### config.mk
export PLATFORM = sky130hd
export DESIGN_NAME = led_delay_shape_table
export DESIGN_NICKNAME = d
export VERILOG_FILES = /design/src/rtl/lds_pkg.sv /design/src/rtl/lds_csr.sv /design/src/rtl/lds_decode.sv /design/src/rtl/lds_div_cell.sv /design/src/rtl/led_delay_shape_table.sv
export SDC_FILE = /design/constraint.sdc
export NUM_CORES = 2
export LEC_CHECK = 0
export ABC_AREA = 1
export BUFFER_PORTS_ARGS = -buffer_cell sky130_fd_sc_hd__clkbuf_2
export CORE_MARGIN = 4
export CORE_UTILIZATION = 30
export CTS_BUF_LIST = sky130_fd_sc_hd__clkbuf_16
export DETAILED_ROUTE_END_ITERATION = 7
export SYNTH_ARGS = -nofsm -noshare
export SYNTH_HDL_FRONTEND = slang
export SYNTH_SLANG_ARGS = --single-unit
### constraint.sdc
create_clock -name clock -period 10.85 [get_ports clock]
set_clock_uncertainty 0.15 [all_clocks]
set_input_delay 2.17 -clock clock [delete_from_list [all_inputs] [get_ports clock]]
set_output_delay 2.17 -clock clock [all_outputs]
set_load 0.005 [all_outputs]
### src/rtl/lds_pkg.sv
// Shared types and constants for the LED delay shape table.
// Used by the register block, the decode stage, the divider cells and the top level.
package lds_pkg;

   localparam int MAX_LEDS = 512;

   localparam int TIME_W = 16;
   localparam int CNT_W  = 10;
   localparam int POS_W  = 9;
   localparam int MODE_W = 2;

   // Largest count the table can hold: MAX_LEDS, or what the count register can express.
   localparam int CNT_MAX = (MAX_LEDS < (2 ** CNT_W) - 1) ? MAX_LEDS : (2 ** CNT_W) - 1;
   localparam int IDX_W   = (CNT_MAX > 2) ? $clog2(CNT_MAX) : 1;
   localparam int PROD_W  = TIME_W + IDX_W;

   localparam int NUM_REGS = 6;
   localparam int ADDR_W   = $clog2(NUM_REGS * 4);
   localparam int DATA_W   = 32;

   // Pipeline depth from an accepted word to its result strobe.
   localparam int LATENCY = TIME_W + 3;

   typedef enum logic [2:0] {
      REG_START_TIME = 3'd0,
      REG_PEAK_TIME  = 3'd1,
      REG_END_TIME   = 3'd2,
      REG_LED_COUNT  = 3'd3,
      REG_SHAPE_MODE = 3'd4,
      REG_REVERSE    = 3'd5
   } reg_index_type;

   localparam logic [MODE_W-1:0] MODE_RAMP     = 2'd0;
   localparam logic [MODE_W-1:0] MODE_TRIANGLE = 2'd1;
   localparam logic [MODE_W-1:0] MODE_WEDGE    = 2'd2;

   typedef struct packed {
      logic [TIME_W-1:0] start_time;
      logic [TIME_W-1:0] peak_time;
      logic [TIME_W-1:0] end_time;
      logic [CNT_W-1:0]  led_count;
      logic [MODE_W-1:0] shape_mode;
      logic              reverse;
   } cfg_type;

   // One segment lookup after decode: value = a +/- (mag * i) / d.
   typedef struct packed {
      logic              valid;
      logic              oor;
      logic [TIME_W-1:0] a;
      logic              neg;
      logic [TIME_W-1:0] mag;
      logic [IDX_W-1:0]  i;
      logic [IDX_W-1:0]  d;
   } dec_type;

   // Word travelling down the divider chain. work holds the dividend bits not yet
   // consumed in its upper part and the quotient bits produced so far in its lower part.
   typedef struct packed {
      logic              valid;
      logic              oor;
      logic [TIME_W-1:0] a;
      logic              neg;
      logic [IDX_W-1:0]  d;
      logic [IDX_W-1:0]  rem;
      logic [TIME_W-1:0] work;
   } cell_type;

endpackage

### src/rtl/lds_csr.sv
// Configuration registers of the LED delay shape table on an APB-style port.
// Depends on lds_pkg for the register map and the cfg_type bundle.
module lds_csr (
   input  logic                       clock,
   input  logic                       reset,
   input  logic                       csr_psel,
   input  logic                       csr_penable,
   input  logic                       csr_pwrite,
   input  logic [lds_pkg::ADDR_W-1:0] csr_paddr,
   input  logic [lds_pkg::DATA_W-1:0] csr_pwdata,
   output logic [lds_pkg::DATA_W-1:0] csr_prdata,
   output logic                       csr_pready,
   output lds_pkg::cfg_type           cfg
);
   import lds_pkg::*;

   cfg_type       cfg_ff;
   cfg_type       cfg_in;
   logic          wr_en;
   reg_index_type reg_sel;

   assign csr_pready = 1'b1;
   assign wr_en      = csr_psel & csr_penable & csr_pwrite;
   assign reg_sel    = reg_index_type'(csr_paddr[ADDR_W-1:2]);

   always_comb begin
      cfg_in = cfg_ff;
      if (wr_en) begin
         unique case (reg_sel)
            REG_START_TIME: cfg_in.start_time = csr_pwdata[TIME_W-1:0];
            REG_PEAK_TIME:  cfg_in.peak_time  = csr_pwdata[TIME_W-1:0];
            REG_END_TIME:   cfg_in.end_time   = csr_pwdata[TIME_W-1:0];
            REG_LED_COUNT:  cfg_in.led_count  = csr_pwdata[CNT_W-1:0];
            REG_SHAPE_MODE: cfg_in.shape_mode = csr_pwdata[MODE_W-1:0];
            REG_REVERSE:    cfg_in.reverse    = csr_pwdata[0];
            default:        cfg_in = cfg_ff;
         endcase
      end
   end

   always_ff @(posedge clock) begin
      if (reset) begin
         cfg_ff.start_time <= '0;
         cfg_ff.peak_time  <= '0;
         cfg_ff.end_time   <= '0;
         cfg_ff.led_count  <= CNT_W'(1);
         cfg_ff.shape_mode <= MODE_RAMP;
         cfg_ff.reverse    <= 1'b0;
      end else begin
         cfg_ff <= cfg_in;
      end
   end

   always_comb begin
      csr_prdata = '0;
      unique case (reg_sel)
         REG_START_TIME: csr_prdata = DATA_W'(cfg_ff.start_time);
         REG_PEAK_TIME:  csr_prdata = DATA_W'(cfg_ff.peak_time);
         REG_END_TIME:   csr_prdata = DATA_W'(cfg_ff.end_time);
         REG_LED_COUNT:  csr_prdata = DATA_W'(cfg_ff.led_count);
         REG_SHAPE_MODE: csr_prdata = DATA_W'(cfg_ff.shape_mode);
         REG_REVERSE:    csr_prdata = DATA_W'(cfg_ff.reverse);
         default:        csr_prdata = '0;
      endcase
   end

   assign cfg = cfg_ff;

endmodule

### src/rtl/lds_decode.sv
// Decode stage: picks the linear segment, its offset and its divisor for one position.
// Depends on lds_pkg; its registered output feeds the multiply stage.
module lds_decode (
   input  logic                      clock,
   input  logic                      reset,
   input  logic                      accept,
   input  logic [lds_pkg::POS_W-1:0] position,
   input  lds_pkg::cfg_type          cfg,
   output lds_pkg::dec_type          dec
);
   import lds_pkg::*;

   localparam logic [CNT_W-1:0] CNT_MAX_C = CNT_W'(CNT_MAX);
   localparam logic [CNT_W-1:0] ONE_C     = CNT_W'(1);
   localparam logic [CNT_W-1:0] TWO_C     = CNT_W'(2);

   dec_type           dec_ff;
   dec_type           dec_in;
   logic [CNT_W-1:0]  cnt;
   logic [CNT_W-1:0]  pos_ext;
   logic [CNT_W-1:0]  idx;
   logic [CNT_W-1:0]  half;
   logic [CNT_W+1:0]  ramp3;
   logic [CNT_W-1:0]  ramp;
   logic [CNT_W-1:0]  seg_i;
   logic [CNT_W-1:0]  seg_len;
   logic [CNT_W-1:0]  len_m1;
   logic [TIME_W-1:0] seg_a;
   logic [TIME_W-1:0] seg_b;
   logic              oor;

   always_comb begin
      cnt     = (cfg.led_count > CNT_MAX_C) ? CNT_MAX_C : cfg.led_count;
      pos_ext = CNT_W'(position);
      oor     = (pos_ext >= cnt);
      idx     = cfg.reverse ? (cnt - ONE_C - pos_ext) : pos_ext;
      half    = cnt >> 1;
      ramp3   = ({2'b00, cnt} + {1'b0, cnt, 1'b0}) >> 2;
      ramp    = ramp3[CNT_W-1:0];
      if (ramp < TWO_C) begin
         ramp = TWO_C;
      end
      if (ramp > cnt) begin
         ramp = cnt;
      end

      seg_a   = cfg.start_time;
      seg_b   = cfg.end_time;
      seg_i   = idx;
      seg_len = cnt;
      if (cnt == ONE_C) begin
         // A single entry always holds the start time.
         seg_b   = cfg.start_time;
         seg_i   = '0;
         seg_len = ONE_C;
      end else begin
         unique case (cfg.shape_mode)
            MODE_TRIANGLE: begin
               if (idx >= half) begin
                  seg_a   = cfg.peak_time;
                  seg_b   = cfg.end_time;
                  seg_i   = idx - half;
                  seg_len = cnt - half;
               end else begin
                  seg_b   = cfg.peak_time;
                  seg_len = half + ONE_C;
               end
            end
            MODE_WEDGE: begin
               if (idx < ramp) begin
                  seg_b   = cfg.peak_time;
                  seg_len = ramp;
               end else begin
                  seg_a   = cfg.peak_time;
                  seg_b   = cfg.peak_time;
                  seg_i   = '0;
                  seg_len = ONE_C;
               end
            end
            default: begin
               seg_len = cnt;
            end
         endcase
      end

      len_m1 = seg_len - ONE_C;
      // The offset never exceeds len-1, so a one-entry segment has offset zero and
      // a divisor of one gives the same result without a zero divisor in the chain.
      if (oor || len_m1 == '0) begin
         len_m1 = ONE_C;
      end
      if (oor) begin
         seg_i = '0;
      end

      dec_in.valid = accept;
      dec_in.oor   = oor;
      dec_in.a     = seg_a;
      dec_in.neg   = (seg_b < seg_a);
      dec_in.mag   = (seg_b < seg_a) ? (seg_a - seg_b) : (seg_b - seg_a);
      dec_in.i     = seg_i[IDX_W-1:0];
      dec_in.d     = len_m1[IDX_W-1:0];
   end

   always_ff @(posedge clock) begin
      if (reset) begin
         dec_ff <= '0;
      end else begin
         dec_ff <= dec_in;
      end
   end

   assign dec = dec_ff;

endmodule

### src/rtl/lds_div_cell.sv
// One cell of the divider chain: a single restoring-division step per cycle.
// Depends on lds_pkg for cell_type; cells are chained in the top level.
module lds_div_cell (
   input  logic              clock,
   input  logic              reset,
   input  lds_pkg::cell_type prev,
   output lds_pkg::cell_type cell_out
);
   import lds_pkg::*;

   cell_type         stage_ff;
   cell_type         stage_in;
   logic [IDX_W:0]   trial;
   logic [IDX_W:0]   diff;
   logic             take;

   always_comb begin
      trial    = {prev.rem, prev.work[TIME_W-1]};
      diff     = trial - {1'b0, prev.d};
      take     = (trial >= {1'b0, prev.d});
      stage_in = prev;
      // The partial remainder stays below the divisor, so both choices fit IDX_W bits.
      stage_in.rem  = take ? diff[IDX_W-1:0] : trial[IDX_W-1:0];
      stage_in.work = {prev.work[TIME_W-2:0], take};
   end

   always_ff @(posedge clock) begin
      if (reset) begin
         stage_ff <= '0;
      end else begin
         stage_ff <= stage_in;
      end
   end

   assign cell_out = stage_ff;

   a_rem_below_divisor: assert property (@(posedge clock) disable iff (reset)
      stage_ff.valid |-> (stage_ff.rem < stage_ff.d))
      else $error("divider cell remainder is not below the divisor");

endmodule

### src/rtl/led_delay_shape_table.sv
// LED delay shape table: returns one entry of a ramp, triangle or wedge delay shape.
// Pipeline: an accepted word passes the decode and multiply registers, then 16 divider
// cells with one quotient bit per cell, then the final add register that drives the strobe.
// Throughput: one word per cycle; busy is high only during reset.
// Reset: synchronous; clears the pipeline valid bits and loads the register reset values.
module led_delay_shape_table (
   input  logic                       clock,
   input  logic                       reset,
   input  logic                       start,
   output logic                       busy,
   input  logic [lds_pkg::POS_W-1:0]  req_position,
   output logic                       rsp_strobe,
   output logic [lds_pkg::TIME_W-1:0] rsp_delay_value,
   output logic                       rsp_out_of_range,
   input  logic                       csr_psel,
   input  logic                       csr_penable,
   input  logic                       csr_pwrite,
   input  logic [lds_pkg::ADDR_W-1:0] csr_paddr,
   input  logic [lds_pkg::DATA_W-1:0] csr_pwdata,
   output logic [lds_pkg::DATA_W-1:0] csr_prdata,
   output logic                       csr_pready
);
   import lds_pkg::*;

   cfg_type           cfg;
   dec_type           dec;
   cell_type          mul_ff;
   cell_type          mul_in;
   cell_type          chain [TIME_W+1];
   logic [PROD_W-1:0] prod;
   logic [TIME_W-1:0] quot;
   logic              accept;
   logic              strobe_ff;
   logic              strobe_in;
   logic [TIME_W-1:0] value_ff;
   logic [TIME_W-1:0] value_in;
   logic              oor_ff;
   logic              oor_in;

   assign busy   = reset;
   assign accept = start & ~busy;

   lds_csr u_csr (
      .clock       (clock),
      .reset       (reset),
      .csr_psel    (csr_psel),
      .csr_penable (csr_penable),
      .csr_pwrite  (csr_pwrite),
      .csr_paddr   (csr_paddr),
      .csr_pwdata  (csr_pwdata),
      .csr_prdata  (csr_prdata),
      .csr_pready  (csr_pready),
      .cfg         (cfg)
   );

   lds_decode u_decode (
      .clock    (clock),
      .reset    (reset),
      .accept   (accept),
      .position (req_position),
      .cfg      (cfg),
      .dec      (dec)
   );

   // Multiply stage: the scaled span becomes the dividend of the cell chain.
   always_comb begin
      prod          = PROD_W'(dec.mag) * PROD_W'(dec.i);
      mul_in.valid  = dec.valid;
      mul_in.oor    = dec.oor;
      mul_in.a      = dec.a;
      mul_in.neg    = dec.neg;
      mul_in.d      = dec.d;
      mul_in.rem    = prod[PROD_W-1:TIME_W];
      mul_in.work   = prod[TIME_W-1:0];
   end

   always_ff @(posedge clock) begin
      if (reset) begin
         mul_ff <= '0;
      end else begin
         mul_ff <= mul_in;
      end
   end

   assign chain[0] = mul_ff;

   for (genvar k = 0; k < TIME_W; k++) begin : g_cell
      lds_div_cell u_cell (
         .clock    (clock),
         .reset    (reset),
         .prev     (chain[k]),
         .cell_out (chain[k+1])
      );
   end

   // Truncation toward zero: the magnitude quotient is applied with the span's sign.
   always_comb begin
      quot      = chain[TIME_W].work;
      strobe_in = chain[TIME_W].valid;
      oor_in    = chain[TIME_W].oor;
      if (chain[TIME_W].oor) begin
         value_in = '0;
      end else if (chain[TIME_W].neg) begin
         value_in = chain[TIME_W].a - quot;
      end else begin
         value_in = chain[TIME_W].a + quot;
      end
   end

   always_ff @(posedge clock) begin
      value_ff <= value_in;
      oor_ff   <= oor_in;
      if (reset) begin
         strobe_ff <= 1'b0;
      end else begin
         strobe_ff <= strobe_in;
      end
   end

   assign rsp_strobe       = strobe_ff;
   assign rsp_delay_value  = value_ff;
   assign rsp_out_of_range = oor_ff;

   a_strobe_follows_accept: assert property (@(posedge clock) disable iff (reset)
      accept |-> ##LATENCY rsp_strobe)
      else $error("accepted word produced no result strobe");

   a_strobe_has_accept: assert property (@(posedge clock) disable iff (reset)
      rsp_strobe |-> $past(accept, LATENCY))
      else $error("result strobe does not match an accepted word");

   a_oor_zero_value: assert property (@(posedge clock) disable iff (reset)
      (rsp_strobe && rsp_out_of_range) |-> (rsp_delay_value == '0))
      else $error("out-of-range result carries a nonzero value");

   a_offset_within_segment: assert property (@(posedge clock) disable iff (reset)
      dec.valid |-> (dec.i <= dec.d && dec.d != '0))
      else $error("decoded segment offset exceeds its divisor");

endmodule

==> flow_summary.toml <==
[global_route]
grt_util_all_layers_pct = 12.10
antenna_found_initial = 1
grt_pass1_vias = 33830
grt_first_pass_wirelength_mm = 162.4
grt_start_max_net_pins = 203
grt_overflow = 0

[floorplanning]
num_io_pins = 104
start_util_pct = 30.19
core_um2 = 152100
die_h_um = 399.2
die_area_um2 = 159300
chipWidth_um = 399.2
rows = 143

[place]
dpl_worst_slack_ns = 1.422
dp_hpwl_mm = 67.52
globalplace.congestion = 0.8565
port_buffers = 68
placed_cell_area_um2 = 48190

[synthesis]
synth-edff-count = 0
syn_inst = 5775
ys_seq_area_share_pct = 44.26
synth_top_flop_cell = "dfxtp_1"
netlist.top_cell.by_area = "dfxtp_1"
synth_cell_types = 59
syn_area_um2 = 45910
async_reset_ff_share_pct = 0
synth_seq_cells = 1015
synth_common_cells = "inv_1, dfxtp_1, nor2_1"
synthMostInstantiatedCell = "inv_1"
ys_top_cells_by_area = "dfxtp_1, inv_1, ha_1"
synth-warning-count = 0
synth_top_area_share_pct = 44.26
avgSynthCellArea_um2 = 7.949

[sta]
holdWs_ns = 0.1831
clock.fmax_mhz = 105.5
rsz0062_at_grt = "no"
period_share_pct = 87.37
tns_ns = 0
relSlewSlack_pct = 30.33
worstMarginPinSlew_ns = 1.044
finalHoldViolations = 0
final_max_slew_viol_count = 0
layout_setup_ws_ns = 1.370
period_needed_ns = 9.480
setup_violations = 0

[min_path]
min_to = "g_cell[2].u_cell.cell_out[4]"
worstHoldPathType = "reg2reg"
holdPathStages = 2
min-delay-start = "g_cell[1].u_cell.cell_out[3]"

[clock_network]
cts_resized = 0
cts_made_buffers = 103
cts_tree = "yes"
worstSkewPairLatency_ns = 0.70
max-clock-path-buffers = 3
clk_pin_slew_ns = 0.06
cts_sinks = 1015
cts_max_level = 3
root_buffer = "clkbuf_16"
post_cts.repair.setup_buffers = 0
cts.hold.buffers_added = 0

[critical_path]
critical_path.max_stage_delay_ns = 0.73
cp.required_ns = 11.24
worst_ep_arrival_time_ns = 9.87
rr_startpoint = "u_csr.cfg[12]"
cp-end-kind = "flip-flop"
ff2ff_path_depth = 50
path_class = "reg2reg"
r2r_end = "u_decode.dec[31]"
critPathMaxFanout = 18
rrSetupSlack_ns = 1.37
cp_slowest_cell = "dfxtp_1"
start_kind = "flip-flop"

[routing]
avgViaCountPerCell = 4.330
post_drt_wl_per_cell_um = 12.13
route.detailed.drc = 0
drt_pass1_iterations = 7
vias = 34120
ant_nets = 0
first_iter_violations = 1697
drt_wl_total_mm = 95.58

[finish]
seq_area_um2 = 20320
num-fill-cells = 15950
nNetsFinal = 6245
design_area_um2 = 51500
drive_gt1_share_pct = 5.796
multiInputGateArea_um2 = 20080
syn_to_final_growth_pct = 12.18
n_antenna_cell = 0

[outcome]
outcome = "finished, final reports clean"

[run]
max-cap-violations = 0

[power]
power.total_mw = 10.26
ir_worst_vdd_v = 0.0001301
p_leak_nw = 22.66
power_density_nw_per_um2 = 199.2
[worst max-delay path, delay by kind of cell, from the launching register on]
family,cells,cell delay [ns]
AOI/OAI and AO/OA,20,3.47
buffers and inverters,7,0.92
adders and majority gates,6,2.00
xor gates and xnor gates,1,0.26
DFF,1,0.73
and+or+nand+nor,16,1.78
[flip-flops by register name, summed over array words and instances (netlist names)]
signal,flops
chain,53
g_cell.u_cell.cell_out,830
rsp_delay_value,16
rsp_out_of_range,1
rsp_strobe,1
u_csr.cfg,61
u_decode.dec,53
[power by group]
group / total (mW) / leakage (nW) / internal (mW) / switching, mW
clock network: 3.40 / 1.68 / 1.95 / 1.45
registers: 4.26 / 8.23 / 4.05 / 0.217
logic: 2.60 / 12.8 / 0.982 / 1.61
[area by class of cell]
type / instances / area share [%]
Tap cell: 2030 / 4.932
Inverter: 1227 / 8.953
Sequential cell: 1015 / 39.45
Timing Repair Buffer: 105 / 1.244
Multi-Input combinational cell: 3316 / 38.99
Clock inverter: 83 / 1.426
Clock buffer: 103 / 5.005
[cell usage in the layout (no fill, tap or decap), types with 10 or more instances in the layout]
cell type / n
a211oi_1: 49
a21oi_1: 435
a221oi_1: 10
a22oi_1: 21
a31oi_1: 19
buf_4: 36
clkbuf_16: 103
clkbuf_2: 67
clkinv_1: 36
clkinv_2: 10
conb_1: 17
dfxtp_1: 1015
fa_1: 121
ha_1: 304
inv_1: 1216
inv_2: 25
nand2_1: 512
nand2_2: 26
nand3_1: 82
nand4_1: 14
nor2_1: 1000
nor2_2: 13
nor3_1: 29
o211ai_1: 22
o21a_1: 21
o21ai_0: 370
o21ai_1: 15
o21bai_1: 12
o221ai_1: 15
xnor2_1: 29
xor2_1: 107
[cells by family after synthesis]
group,count (synthesis),share of synthesized area (%)
compound gates,1023,12.35
xor+xnor,136,2.595
fa+ha+maj,425,13.56
buf+inv,1459,12.13
flops,1015,44.26
other cells,2,0.01636
simple gates,1715,15.09
[routing by layer]
layer / part of all wire (%) / vias up / wire length (um) / track usage [%]
met5: 0 / - / 0 / 0
met4: 4.0 / 0 / 3820 / 5.050
met3: 4.1 / 215 / 3950 / 1.612
met2: 47 / 642 / 45200 / 21.23
met1: 45 / 15570 / 42610 / 14.88
li1: - / 17690 / - / -
[worst max-delay path by stage]
stage | start | endpoint | depth (start not counted)
after floorplan | req_position[0] | u_decode.dec[31] | 43
after CTS | u_csr.cfg[12] | u_decode.dec[31] | 50
after global placement | req_position[0] | u_decode.dec[31] | 45
after global routing | u_csr.cfg[12] | u_decode.dec[31] | 52
final | u_csr.cfg[12] | u_decode.dec[31] | 50
after detailed placement | u_csr.cfg[12] | u_decode.dec[31] | 50
[stage by stage]
stage	instances	util (%)
after floorplan	5790	-
after detailed placement	7693	31.69
after global routing	7879	33.86
after global placement	7693	31.69
final	7879	33.86
after CTS	7879	33.86
Note: power is estimated with default switching activity, not from simulation.
